### src/sv/octbl_pkg.sv
// ----------------------------------------------------------------------------
// octbl_pkg
// Shared types, register codes, reset values and the digit split helper of
// the octet blink-code sequencer.
// ----------------------------------------------------------------------------
package octbl_pkg;

    // field widths
    localparam int RGB_W   = 24;
    localparam int TIME_W  = 16;
    localparam int OCTET_W = 8;
    localparam int KIND_W  = 2;
    localparam int DIGIT_W = 4;
    localparam int CFG_IDX_W = 3;

    // item kinds
    localparam logic [KIND_W-1:0] KIND_TICK  = 2'd0;
    localparam logic [KIND_W-1:0] KIND_LOAD  = 2'd1;
    localparam logic [KIND_W-1:0] KIND_SOLID = 2'd2;

    // configuration register indexes
    localparam logic [CFG_IDX_W-1:0] CFG_ON_COLOR   = 3'd0;
    localparam logic [CFG_IDX_W-1:0] CFG_PULSE_ON   = 3'd1;
    localparam logic [CFG_IDX_W-1:0] CFG_PULSE_OFF  = 3'd2;
    localparam logic [CFG_IDX_W-1:0] CFG_ZERO_ON    = 3'd3;
    localparam logic [CFG_IDX_W-1:0] CFG_DIGIT_GAP  = 3'd4;
    localparam logic [CFG_IDX_W-1:0] CFG_REPEAT_GAP = 3'd5;

    // register reset values
    localparam logic [RGB_W-1:0]  RST_ON_COLOR   = 24'd10240;
    localparam logic [TIME_W-1:0] RST_PULSE_ON   = 16'd180;
    localparam logic [TIME_W-1:0] RST_PULSE_OFF  = 16'd220;
    localparam logic [TIME_W-1:0] RST_ZERO_ON    = 16'd600;
    localparam logic [TIME_W-1:0] RST_DIGIT_GAP  = 16'd700;
    localparam logic [TIME_W-1:0] RST_REPEAT_GAP = 16'd2200;

    // sequencer phases
    typedef enum logic [1:0] {
        PHASE_ON   = 2'd0,
        PHASE_OFF  = 2'd1,
        PHASE_DGAP = 2'd2,
        PHASE_RGAP = 2'd3
    } phase_t;

    // configuration register set
    typedef struct packed {
        logic [RGB_W-1:0]  on_color;
        logic [TIME_W-1:0] pulse_on_time;
        logic [TIME_W-1:0] pulse_off_time;
        logic [TIME_W-1:0] zero_on_time;
        logic [TIME_W-1:0] digit_gap_time;
        logic [TIME_W-1:0] repeat_gap_time;
    } cfg_t;

    // one input item
    typedef struct packed {
        logic [KIND_W-1:0]  kind;
        logic [OCTET_W-1:0] octet_value;
        logic [RGB_W-1:0]   solid_color;
    } item_t;

    // result of one step of the sequencer
    typedef struct packed {
        logic             valid;
        logic [RGB_W-1:0] rgb;
    } result_t;

    // decimal digits of a byte, leading zeros dropped
    typedef struct packed {
        logic [DIGIT_W-1:0] d0;
        logic [DIGIT_W-1:0] d1;
        logic [DIGIT_W-1:0] d2;
        logic [1:0]         count;
    } split_t;

    // Hundreds by compare, tens by the 205/2048 reciprocal (exact below 100)
    function automatic split_t split_octet(input logic [OCTET_W-1:0] v);
        split_t      s;
        logic [1:0]  h;
        logic [6:0]  r;
        logic [14:0] prod;
        logic [3:0]  t;
        logic [3:0]  u;
        if (v >= 8'd200)
            h = 2'd2;
        else if (v >= 8'd100)
            h = 2'd1;
        else
            h = 2'd0;
        r    = 7'(v - 8'({6'b000000, h} * 8'd100));
        prod = 15'({8'b00000000, r} * 15'd205);
        t    = prod[14:11];
        u    = 4'(r - 7'({3'b000, t} * 7'd10));
        if (v >= 8'd100) begin
            s.d0 = {2'b00, h};
            s.d1 = t;
            s.d2 = u;
            s.count = 2'd3;
        end else if (v >= 8'd10) begin
            s.d0 = t;
            s.d1 = u;
            s.d2 = u;
            s.count = 2'd2;
        end else begin
            s.d0 = u;
            s.d1 = u;
            s.d2 = u;
            s.count = 2'd1;
        end
        return s;
    endfunction

endpackage

### src/sv/octbl_cfg_regs.sv
// ----------------------------------------------------------------------------
// octbl_cfg_regs
// Configuration register file: colour and phase times, write only.
// ----------------------------------------------------------------------------
module octbl_cfg_regs (
    input  logic                                clk,
    input  logic                                rst_n,
    input  logic                                cfg_we,
    input  logic [octbl_pkg::CFG_IDX_W-1:0]     cfg_index,
    input  logic [octbl_pkg::RGB_W-1:0]         cfg_wdata,
    output octbl_pkg::cfg_t                     cfg
);

    octbl_pkg::cfg_t cfg_reg;
    octbl_pkg::cfg_t cfg_next;

    // decode a write; unknown indexes fall through
    always_comb
    begin
        cfg_next = cfg_reg;
        if (cfg_we) begin
            unique case (cfg_index)
                octbl_pkg::CFG_ON_COLOR:   cfg_next.on_color = cfg_wdata;
                octbl_pkg::CFG_PULSE_ON:
                    cfg_next.pulse_on_time = cfg_wdata[octbl_pkg::TIME_W-1:0];
                octbl_pkg::CFG_PULSE_OFF:
                    cfg_next.pulse_off_time = cfg_wdata[octbl_pkg::TIME_W-1:0];
                octbl_pkg::CFG_ZERO_ON:
                    cfg_next.zero_on_time = cfg_wdata[octbl_pkg::TIME_W-1:0];
                octbl_pkg::CFG_DIGIT_GAP:
                    cfg_next.digit_gap_time = cfg_wdata[octbl_pkg::TIME_W-1:0];
                octbl_pkg::CFG_REPEAT_GAP:
                    cfg_next.repeat_gap_time = cfg_wdata[octbl_pkg::TIME_W-1:0];
                default: ;
            endcase
        end
    end

    always_ff @(posedge clk or negedge rst_n)
    begin
        if (!rst_n) begin
            cfg_reg.on_color        <= octbl_pkg::RST_ON_COLOR;
            cfg_reg.pulse_on_time   <= octbl_pkg::RST_PULSE_ON;
            cfg_reg.pulse_off_time  <= octbl_pkg::RST_PULSE_OFF;
            cfg_reg.zero_on_time    <= octbl_pkg::RST_ZERO_ON;
            cfg_reg.digit_gap_time  <= octbl_pkg::RST_DIGIT_GAP;
            cfg_reg.repeat_gap_time <= octbl_pkg::RST_REPEAT_GAP;
        end else begin
            cfg_reg <= cfg_next;
        end
    end

    assign cfg = cfg_reg;

endmodule

### src/sv/octbl_seq_core.sv
// ----------------------------------------------------------------------------
// octbl_seq_core
// Blink sequencer state and its combinational update for one item.
// ----------------------------------------------------------------------------
module octbl_seq_core (
    input  logic                 clk,
    input  logic                 rst_n,
    input  logic                 step,
    input  octbl_pkg::item_t     item,
    input  octbl_pkg::cfg_t      cfg,
    output octbl_pkg::result_t   res
);

    localparam int DW = octbl_pkg::DIGIT_W;
    localparam int TW = octbl_pkg::TIME_W;

    logic [DW-1:0]     digit_store_reg [0:2];
    logic [DW-1:0]     digit_store_next [0:2];
    logic [1:0]        digit_count_reg, digit_count_next;
    logic [1:0]        digit_index_reg, digit_index_next;
    logic [DW-1:0]     pulses_done_reg, pulses_done_next;
    logic [DW-1:0]     pulses_target_reg, pulses_target_next;
    octbl_pkg::phase_t phase_reg, phase_next;
    logic [TW-1:0]     ticks_left_reg, ticks_left_next;

    octbl_pkg::split_t split;
    logic [TW-1:0]     ticks_dec;
    logic [DW-1:0]     done_inc;
    logic [1:0]        index_inc;
    logic [1:0]        index_sel;
    logic              start;
    logic [DW-1:0]     start_digit;
    logic              start_zero;

    assign split     = octbl_pkg::split_octet(item.octet_value);
    assign ticks_dec = (ticks_left_reg != '0) ? TW'(ticks_left_reg - 1'b1) : '0;
    assign done_inc  = DW'(pulses_done_reg + 1'b1);
    assign index_inc = 2'(digit_index_reg + 1'b1);
    // an index past the store reads the first digit
    assign index_sel = (index_inc < 2'd3) ? index_inc : 2'd0;

    // next state and result
    always_comb
    begin
        for (int i = 0; i < 3; i++)
            digit_store_next[i] = digit_store_reg[i];
        digit_count_next   = digit_count_reg;
        digit_index_next   = digit_index_reg;
        pulses_done_next   = pulses_done_reg;
        pulses_target_next = pulses_target_reg;
        phase_next         = phase_reg;
        ticks_left_next    = ticks_left_reg;
        res.valid          = 1'b0;
        res.rgb            = cfg.on_color;
        start              = 1'b0;
        start_digit        = digit_store_reg[0];
        start_zero         = 1'b0;

        unique case (item.kind)
            octbl_pkg::KIND_TICK:
            begin
                ticks_left_next = ticks_dec;
                if (ticks_dec == '0) begin
                    unique case (phase_reg)
                        octbl_pkg::PHASE_ON:
                        begin
                            pulses_done_next = done_inc;
                            if (done_inc >= pulses_target_reg) begin
                                phase_next      = octbl_pkg::PHASE_DGAP;
                                ticks_left_next = cfg.digit_gap_time;
                            end else begin
                                phase_next      = octbl_pkg::PHASE_OFF;
                                ticks_left_next = cfg.pulse_off_time;
                            end
                            res.valid = 1'b1;
                            res.rgb   = '0;
                        end
                        octbl_pkg::PHASE_OFF:
                        begin
                            phase_next      = octbl_pkg::PHASE_ON;
                            ticks_left_next = cfg.pulse_on_time;
                            res.valid       = 1'b1;
                        end
                        octbl_pkg::PHASE_DGAP:
                        begin
                            digit_index_next = index_inc;
                            if (index_inc >= digit_count_reg) begin
                                phase_next      = octbl_pkg::PHASE_RGAP;
                                ticks_left_next = cfg.repeat_gap_time;
                            end else begin
                                start       = 1'b1;
                                start_digit = digit_store_reg[index_sel];
                            end
                        end
                        octbl_pkg::PHASE_RGAP:
                        begin
                            digit_index_next = 2'd0;
                            start            = 1'b1;
                            start_digit      = digit_store_reg[0];
                        end
                    endcase
                end
            end
            octbl_pkg::KIND_LOAD:
            begin
                digit_store_next[0] = split.d0;
                if (split.count >= 2'd2)
                    digit_store_next[1] = split.d1;
                if (split.count == 2'd3)
                    digit_store_next[2] = split.d2;
                digit_count_next = split.count;
                digit_index_next = 2'd0;
                start            = 1'b1;
                start_digit      = split.d0;
            end
            octbl_pkg::KIND_SOLID:
            begin
                res.valid = 1'b1;
                res.rgb   = item.solid_color;
            end
            default: ;
        endcase

        // light the first pulse of a new digit
        if (start) begin
            start_zero         = (start_digit == '0);
            pulses_target_next = start_zero ? DW'(1) : start_digit;
            pulses_done_next   = '0;
            phase_next         = octbl_pkg::PHASE_ON;
            ticks_left_next    = start_zero ? cfg.zero_on_time : cfg.pulse_on_time;
            res.valid          = 1'b1;
            res.rgb            = cfg.on_color;
        end
    end

    always_ff @(posedge clk or negedge rst_n)
    begin
        if (!rst_n) begin
            for (int i = 0; i < 3; i++)
                digit_store_reg[i] <= '0;
            digit_count_reg   <= 2'd1;
            digit_index_reg   <= 2'd0;
            pulses_done_reg   <= '0;
            pulses_target_reg <= '0;
            phase_reg         <= octbl_pkg::PHASE_ON;
            ticks_left_reg    <= '0;
        end else if (step) begin
            for (int i = 0; i < 3; i++)
                digit_store_reg[i] <= digit_store_next[i];
            digit_count_reg   <= digit_count_next;
            digit_index_reg   <= digit_index_next;
            pulses_done_reg   <= pulses_done_next;
            pulses_target_reg <= pulses_target_next;
            phase_reg         <= phase_next;
            ticks_left_reg    <= ticks_left_next;
        end
    end

endmodule

### src/sv/octet_blink_code_sequencer_core.sv
// ----------------------------------------------------------------------------
// octet_blink_code_sequencer_core
// Shows a byte as decimal blink codes on one RGB LED; emits each new colour.
// ----------------------------------------------------------------------------
//  channel | direction | handshake           | payload
//  --------+-----------+---------------------+-------------------------------
//  in      | in        | in_valid / in_stall | kind, octet_value, solid_color
//  out     | out       | out_valid/out_stall | led_rgb
//  cfg     | in        | cfg_we              | cfg_index, cfg_wdata
//
//  One item per cycle while the output is not stalled: an accepted item
//  waits in the input register while the sequencer update runs on it, and
//  its colour, if it gives one, is loaded into the output register once
//  that register can be refilled and is offered there until it is taken.
//  Reset restores the default colour and times and a single zero digit.
//  A stalled full output register holds the whole pipe.
// ----------------------------------------------------------------------------
module octet_blink_code_sequencer_core (
    input  logic                                clk,
    input  logic                                rst_n,
    input  logic                                in_valid,
    output logic                                in_stall,
    input  logic [octbl_pkg::KIND_W-1:0]        kind,
    input  logic [octbl_pkg::OCTET_W-1:0]       octet_value,
    input  logic [octbl_pkg::RGB_W-1:0]         solid_color,
    output logic                                out_valid,
    input  logic                                out_stall,
    output logic [octbl_pkg::RGB_W-1:0]         led_rgb,
    input  logic                                cfg_we,
    input  logic [octbl_pkg::CFG_IDX_W-1:0]     cfg_index,
    input  logic [octbl_pkg::RGB_W-1:0]         cfg_wdata
);

    octbl_pkg::cfg_t    cfg;
    octbl_pkg::item_t   item_reg;
    octbl_pkg::result_t res;
    logic               item_valid_reg;
    logic               out_valid_reg;
    logic [octbl_pkg::RGB_W-1:0] rgb_reg;
    logic               advance;
    logic               step;
    logic               in_take;

    // the pipe moves whenever the output register can be refilled
    assign advance  = !out_valid_reg || !out_stall;
    assign step     = item_valid_reg && advance;
    assign in_stall = item_valid_reg && !advance;
    assign in_take  = in_valid && !in_stall;

    octbl_cfg_regs u_cfg (
        .clk       (clk),
        .rst_n     (rst_n),
        .cfg_we    (cfg_we),
        .cfg_index (cfg_index),
        .cfg_wdata (cfg_wdata),
        .cfg       (cfg)
    );

    octbl_seq_core u_seq (
        .clk   (clk),
        .rst_n (rst_n),
        .step  (step),
        .item  (item_reg),
        .cfg   (cfg),
        .res   (res)
    );

    // input item register
    always_ff @(posedge clk or negedge rst_n)
    begin
        if (!rst_n)
            item_valid_reg <= 1'b0;
        else if (in_take)
            item_valid_reg <= 1'b1;
        else if (advance)
            item_valid_reg <= 1'b0;
    end

    always_ff @(posedge clk)
    begin
        if (in_take) begin
            item_reg.kind        <= kind;
            item_reg.octet_value <= octet_value;
            item_reg.solid_color <= solid_color;
        end
    end

    // output register
    always_ff @(posedge clk or negedge rst_n)
    begin
        if (!rst_n)
            out_valid_reg <= 1'b0;
        else if (advance)
            out_valid_reg <= step && res.valid;
    end

    always_ff @(posedge clk)
    begin
        if (step && res.valid)
            rgb_reg <= res.rgb;
    end

    assign out_valid = out_valid_reg;
    assign led_rgb   = rgb_reg;

    // a load lights the LED with the on colour
    a_load_lights: assert property (@(posedge clk) disable iff (!rst_n)
        step && item_reg.kind == octbl_pkg::KIND_LOAD
        |=> out_valid_reg && led_rgb == $past(cfg.on_color))
        else $error("load did not light the LED with the on colour");

    // a solid colour item goes straight out
    a_solid_passes: assert property (@(posedge clk) disable iff (!rst_n)
        step && item_reg.kind == octbl_pkg::KIND_SOLID
        |=> out_valid_reg && led_rgb == $past(item_reg.solid_color))
        else $error("solid colour not delivered");

    // an undefined kind gives no result
    a_undef_silent: assert property (@(posedge clk) disable iff (!rst_n)
        step && item_reg.kind != octbl_pkg::KIND_TICK
        && item_reg.kind != octbl_pkg::KIND_LOAD
        && item_reg.kind != octbl_pkg::KIND_SOLID
        |=> !out_valid_reg)
        else $error("undefined kind produced a result");

endmodule
### config.mk
export PLATFORM = sky130hd
export DESIGN_NAME = octet_blink_code_sequencer_core
export DESIGN_NICKNAME = d
export VERILOG_FILES = /design/src/sv/octbl_pkg.sv /design/src/sv/octbl_cfg_regs.sv /design/src/sv/octbl_seq_core.sv /design/src/sv/octet_blink_code_sequencer_core.sv
export SDC_FILE = /design/constraint.sdc
export NUM_CORES = 1
export LEC_CHECK = 0
export ABC_AREA = 1
export BUFFER_PORTS_ARGS = -buffer_cell sky130_fd_sc_hd__buf_2
export CORE_UTILIZATION = 35
export DETAILED_ROUTE_END_ITERATION = 16
export PLACE_DENSITY = 0.52
export SLEW_MARGIN = 10
export SYNTH_ARGS = -nofsm -noshare
export SYNTH_HDL_FRONTEND = slang
export SYNTH_SLANG_ARGS = --single-unit
### constraint.sdc
create_clock -name clk -period 9.6 [get_ports clk]
set_input_delay 0.96 -clock clk [delete_from_list [all_inputs] [get_ports clk]]
set_output_delay 0.96 -clock clk [all_outputs]
set_load 0.02 [all_outputs]
==> flow_metrics.env <==
export IMPL_yosysWarningCount=0
export IMPL_clkTransAtPathRegs_ns=0.06
export IMPL_portBuffers=91
export IMPL_switching_share=0.429
export IMPL_multi_input_area_um2=4770
export IMPL_critical_path_required_ns=10.01
export IMPL_ys_ff_latch=206
export IMPL_antenna_found_initial=2
export IMPL_relSlewSlack=0.231
export IMPL_ant_nets=0
export IMPL_fin_nets=1509
export IMPL_dpl_worst_slack_ns=2.61
export IMPL_crit_slowest_cell="fa_1"
export IMPL_setup_viol=0
export IMPL_setup_tns_ns=0
export IMPL_drc=0
export IMPL_period_needed_ns=7.09
export IMPL_comb_power_share=0.459
export IMPL_num_vias=8804
export IMPL_row_count=64
export IMPL_cts_buffers=24
export IMPL_largest_register_ffs=104
export IMPL_clock_skew_final_ns=0.0104
export IMPL_area_growth_syn_to_layout_pct=14.5
export IMPL_drive_above_1_share=0.142
export IMPL_power_density_nw_per_um2=314
export IMPL_drtIter0Drc=476
export IMPL_coreArea_um2=30800
export IMPL_die_area_um2=32200
export IMPL_syn_cell_area_um2=11000
export IMPL_root_buffer="clkbuf_16"
export IMPL_crit_type="register to register"
export IMPL_ir_drop_mv=0.256
export IMPL_end_kind="register"
export IMPL_hold_viol_final=0
export IMPL_clkSinkCount=206
export IMPL_tightest_slew_ns=1.15
export IMPL_cts_hold_buf=0
export IMPL_postSynthCellCount=1304
export IMPL_syn_avg_cell_area_um2=8.46
export IMPL_via_per_inst=4.91
export IMPL_p_clk_frac=0.229
export IMPL_antenna_cells=0
export IMPL_netlist_cell_type_count=39
export IMPL_synth_nets=1432
export IMPL_grt_pass1_vias=8495
export IMPL_finalCritPeriodShare=0.739
export IMPL_synth_edf_count=58
export IMPL_cts_setup_buffers=0
export IMPL_regArea_um2=5480
export IMPL_clk_latency_ns=0.52
export IMPL_crit_arrival_ns=7.50
export IMPL_p_int_w=0.00226
export IMPL_slew_viol_final=0
export IMPL_synth_largest_area_cell="dfrtp_1"
export IMPL_max_cap_violations=0
export IMPL_firstDrtPassIters=5
export IMPL_synth_common_cells="362 x nand2_1, 183 x o21ai_0, 152 x inv_1"
export IMPL_outcome="finished, final reports clean"
export IMPL_grt_overflow=0
export IMPL_hold_class="register to register"
export IMPL_cp_max_fo=17
export IMPL_dpl_hpwl_mm=19.5
export IMPL_synth_seq_area_share=0.497
export IMPL_ios=92
export IMPL_critPathMostFrequentCell="nand2_1"
export IMPL_cts_resized=0
export IMPL_die_h_um=180
export IMPL_cts_tree="built"
export IMPL_async_reset_ff_frac=0.718
export IMPL_seq_power_share=0.313
export IMPL_fin_ws_ns=2.51
export IMPL_rsz0062_at_grt="no"
export IMPL_cp_start_kind="register"
export IMPL_max_stage_delay_ns=0.51
export IMPL_yosys_top_cells_area="dfrtp_1 28%, edfxtp_1 16%, nand2_1 12%, o21ai_0 8.3%, dfstp_2 6.2%"
export IMPL_nFillCells=3063
export IMPL_clockBufferDepth=3
export IMPL_ys_flop_type="dfrtp_1"
export IMPL_synth_top_area_frac=0.277
export IMPL_start_util=0.358
export IMPL_yosysMostFrequentCell="nand2_1"
export IMPL_die_w_um=180
export IMPL_p_sw_w=0.00170
export IMPL_gp_congestion=0.861
export IMPL_p_leak_nw=5.94
export IMPL_grt_first_pass_wirelength_mm=45.2
export IMPL_grt_max_degree=81
export IMPL_fmax_mhz=141
export IMPL_grt_usage=0.172
export IMPL_h_tree_depth=1
export IMPL_routed_wirelength_mm=27.2
export IMPL_wire_per_inst_um=15.2
layout make-up:
| cell class | instances | area share |
|---|---|---|
| Clock buffer | 31 | 0.0520 |
| Sequential cell | 206 | 0.434 |
| Clock inverter | 12 | 0.0105 |
| Tap cell | 396 | 0.0392 |
| Inverter | 155 | 0.0462 |
| Multi-Input combinational cell | 896 | 0.378 |
| Timing Repair Buffer | 98 | 0.0407 |
kinds of logic after synthesis:
group	share of synthesized area
fa+ha+maj	0.0765
xor+xnor	0.00635
simple gates	0.221
flops	0.497
buf+inv	0.0718
compound gates	0.128
worst paths after layout:
kind / to / depth (start not counted) / startpoint / slack [ns]
worst max-delay path: u_seq.ticks_left_reg[2] / 40 / item_reg[27] / 2.51
worst min-delay path: u_cfg.cfg[48] / 2 / u_cfg.cfg[48] / 0.48
worst max register to register: u_seq.ticks_left_reg[2] / 40 / item_reg[27] / 2.51
worst min register to register: u_cfg.cfg[48] / 2 / u_cfg.cfg[48] / 0.48
max in group asynchronous: u_seq.digit_store_reg[0] / 2 / rst_n / 7.68
min in group asynchronous: u_cfg.cfg[57] / 1 / rst_n / 0.49
routing by layer:
layer  wire, um  share of wire  track usage
met5         13        0.00048            0
met4        345          0.013       0.0331
met3       1500          0.055       0.0348
met2      11400           0.42        0.258
met1      14000           0.51        0.255
critical path, delay by kind of cell, from the launching register on:
family                     cells  cell delay (ns)
adders and majority gates      9             3.02
and+or+nand+nor               18             2.00
AOI/OAI and AO/OA              4             0.76
buffers and inverters          8             0.54
DFF                            1             0.40
xor gates and xnor gates       1             0.29
power groups by stage:
stage,clock (W),sequential (W),combinational (W)
floorplan,0,0.00122,0.00134
global placement,0,0.00125,0.00180
detailed placement,0,0.00125,0.00181
CTS,0.000930,0.00124,0.00182
global route,0.000962,0.00126,0.00209
finish,0.000905,0.00124,0.00182
placed cells by master (no fill, tap or decap), types with 2 or more instances in the layout:
cell / synthesis / layout
nand2_1: 362 / 362
o21ai_0: 183 / 183
inv_1: 152 / 152
dfrtp_1: 122 / 122
nand3_1: 90 / 90
buf_2: 5 / 90
nor2_1: 71 / 69
edfxtp_1: 58 / 58
ha_1: 53 / 53
a21oi_1: 28 / 27
dfstp_2: 26 / 26
clkbuf_16: 0 / 24
a31oi_1: 18 / 18
o211ai_1: 16 / 16
fa_1: 9 / 9
nand4_1: 8 / 8
nor2_4: 7 / 7
nand3_2: 7 / 7
buf_4: 1 / 7
nor2_2: 4 / 6
nand2_2: 5 / 5
xnor2_1: 4 / 4
xor2_1: 4 / 4
clkinv_2: 1 / 4
clkbuf_1: 38 / 4
o21a_1: 3 / 3
or2_2: 3 / 3
nand2_4: 3 / 3
o21bai_1: 3 / 3
o22ai_1: 3 / 3
a22oi_1: 3 / 3
clkbuf_8: 0 / 3
clkinvlp_4: 0 / 3
nor3_1: 2 / 2
and2_1: 2 / 2
inv_2: 2 / 2
clkinv_1: 0 / 2
bufinv_16: 0 / 2
metrics by stage:
step	utilization	cell area [um2]	cells	power, W	hold slack [ns]
finish	0.410	12600	1794	0.00396	0.480
global route	0.410	12600	1794	0.00432	0.506
CTS	0.410	12600	1794	0.00399	0.483
detailed placement	0.384	11800	1751	0.00306	0.465
global placement	0.384	11800	1751	0.00305	0.462
floorplan	-	11000	1304	0.00256	0.448
Power figures use the tool's default switching activity.
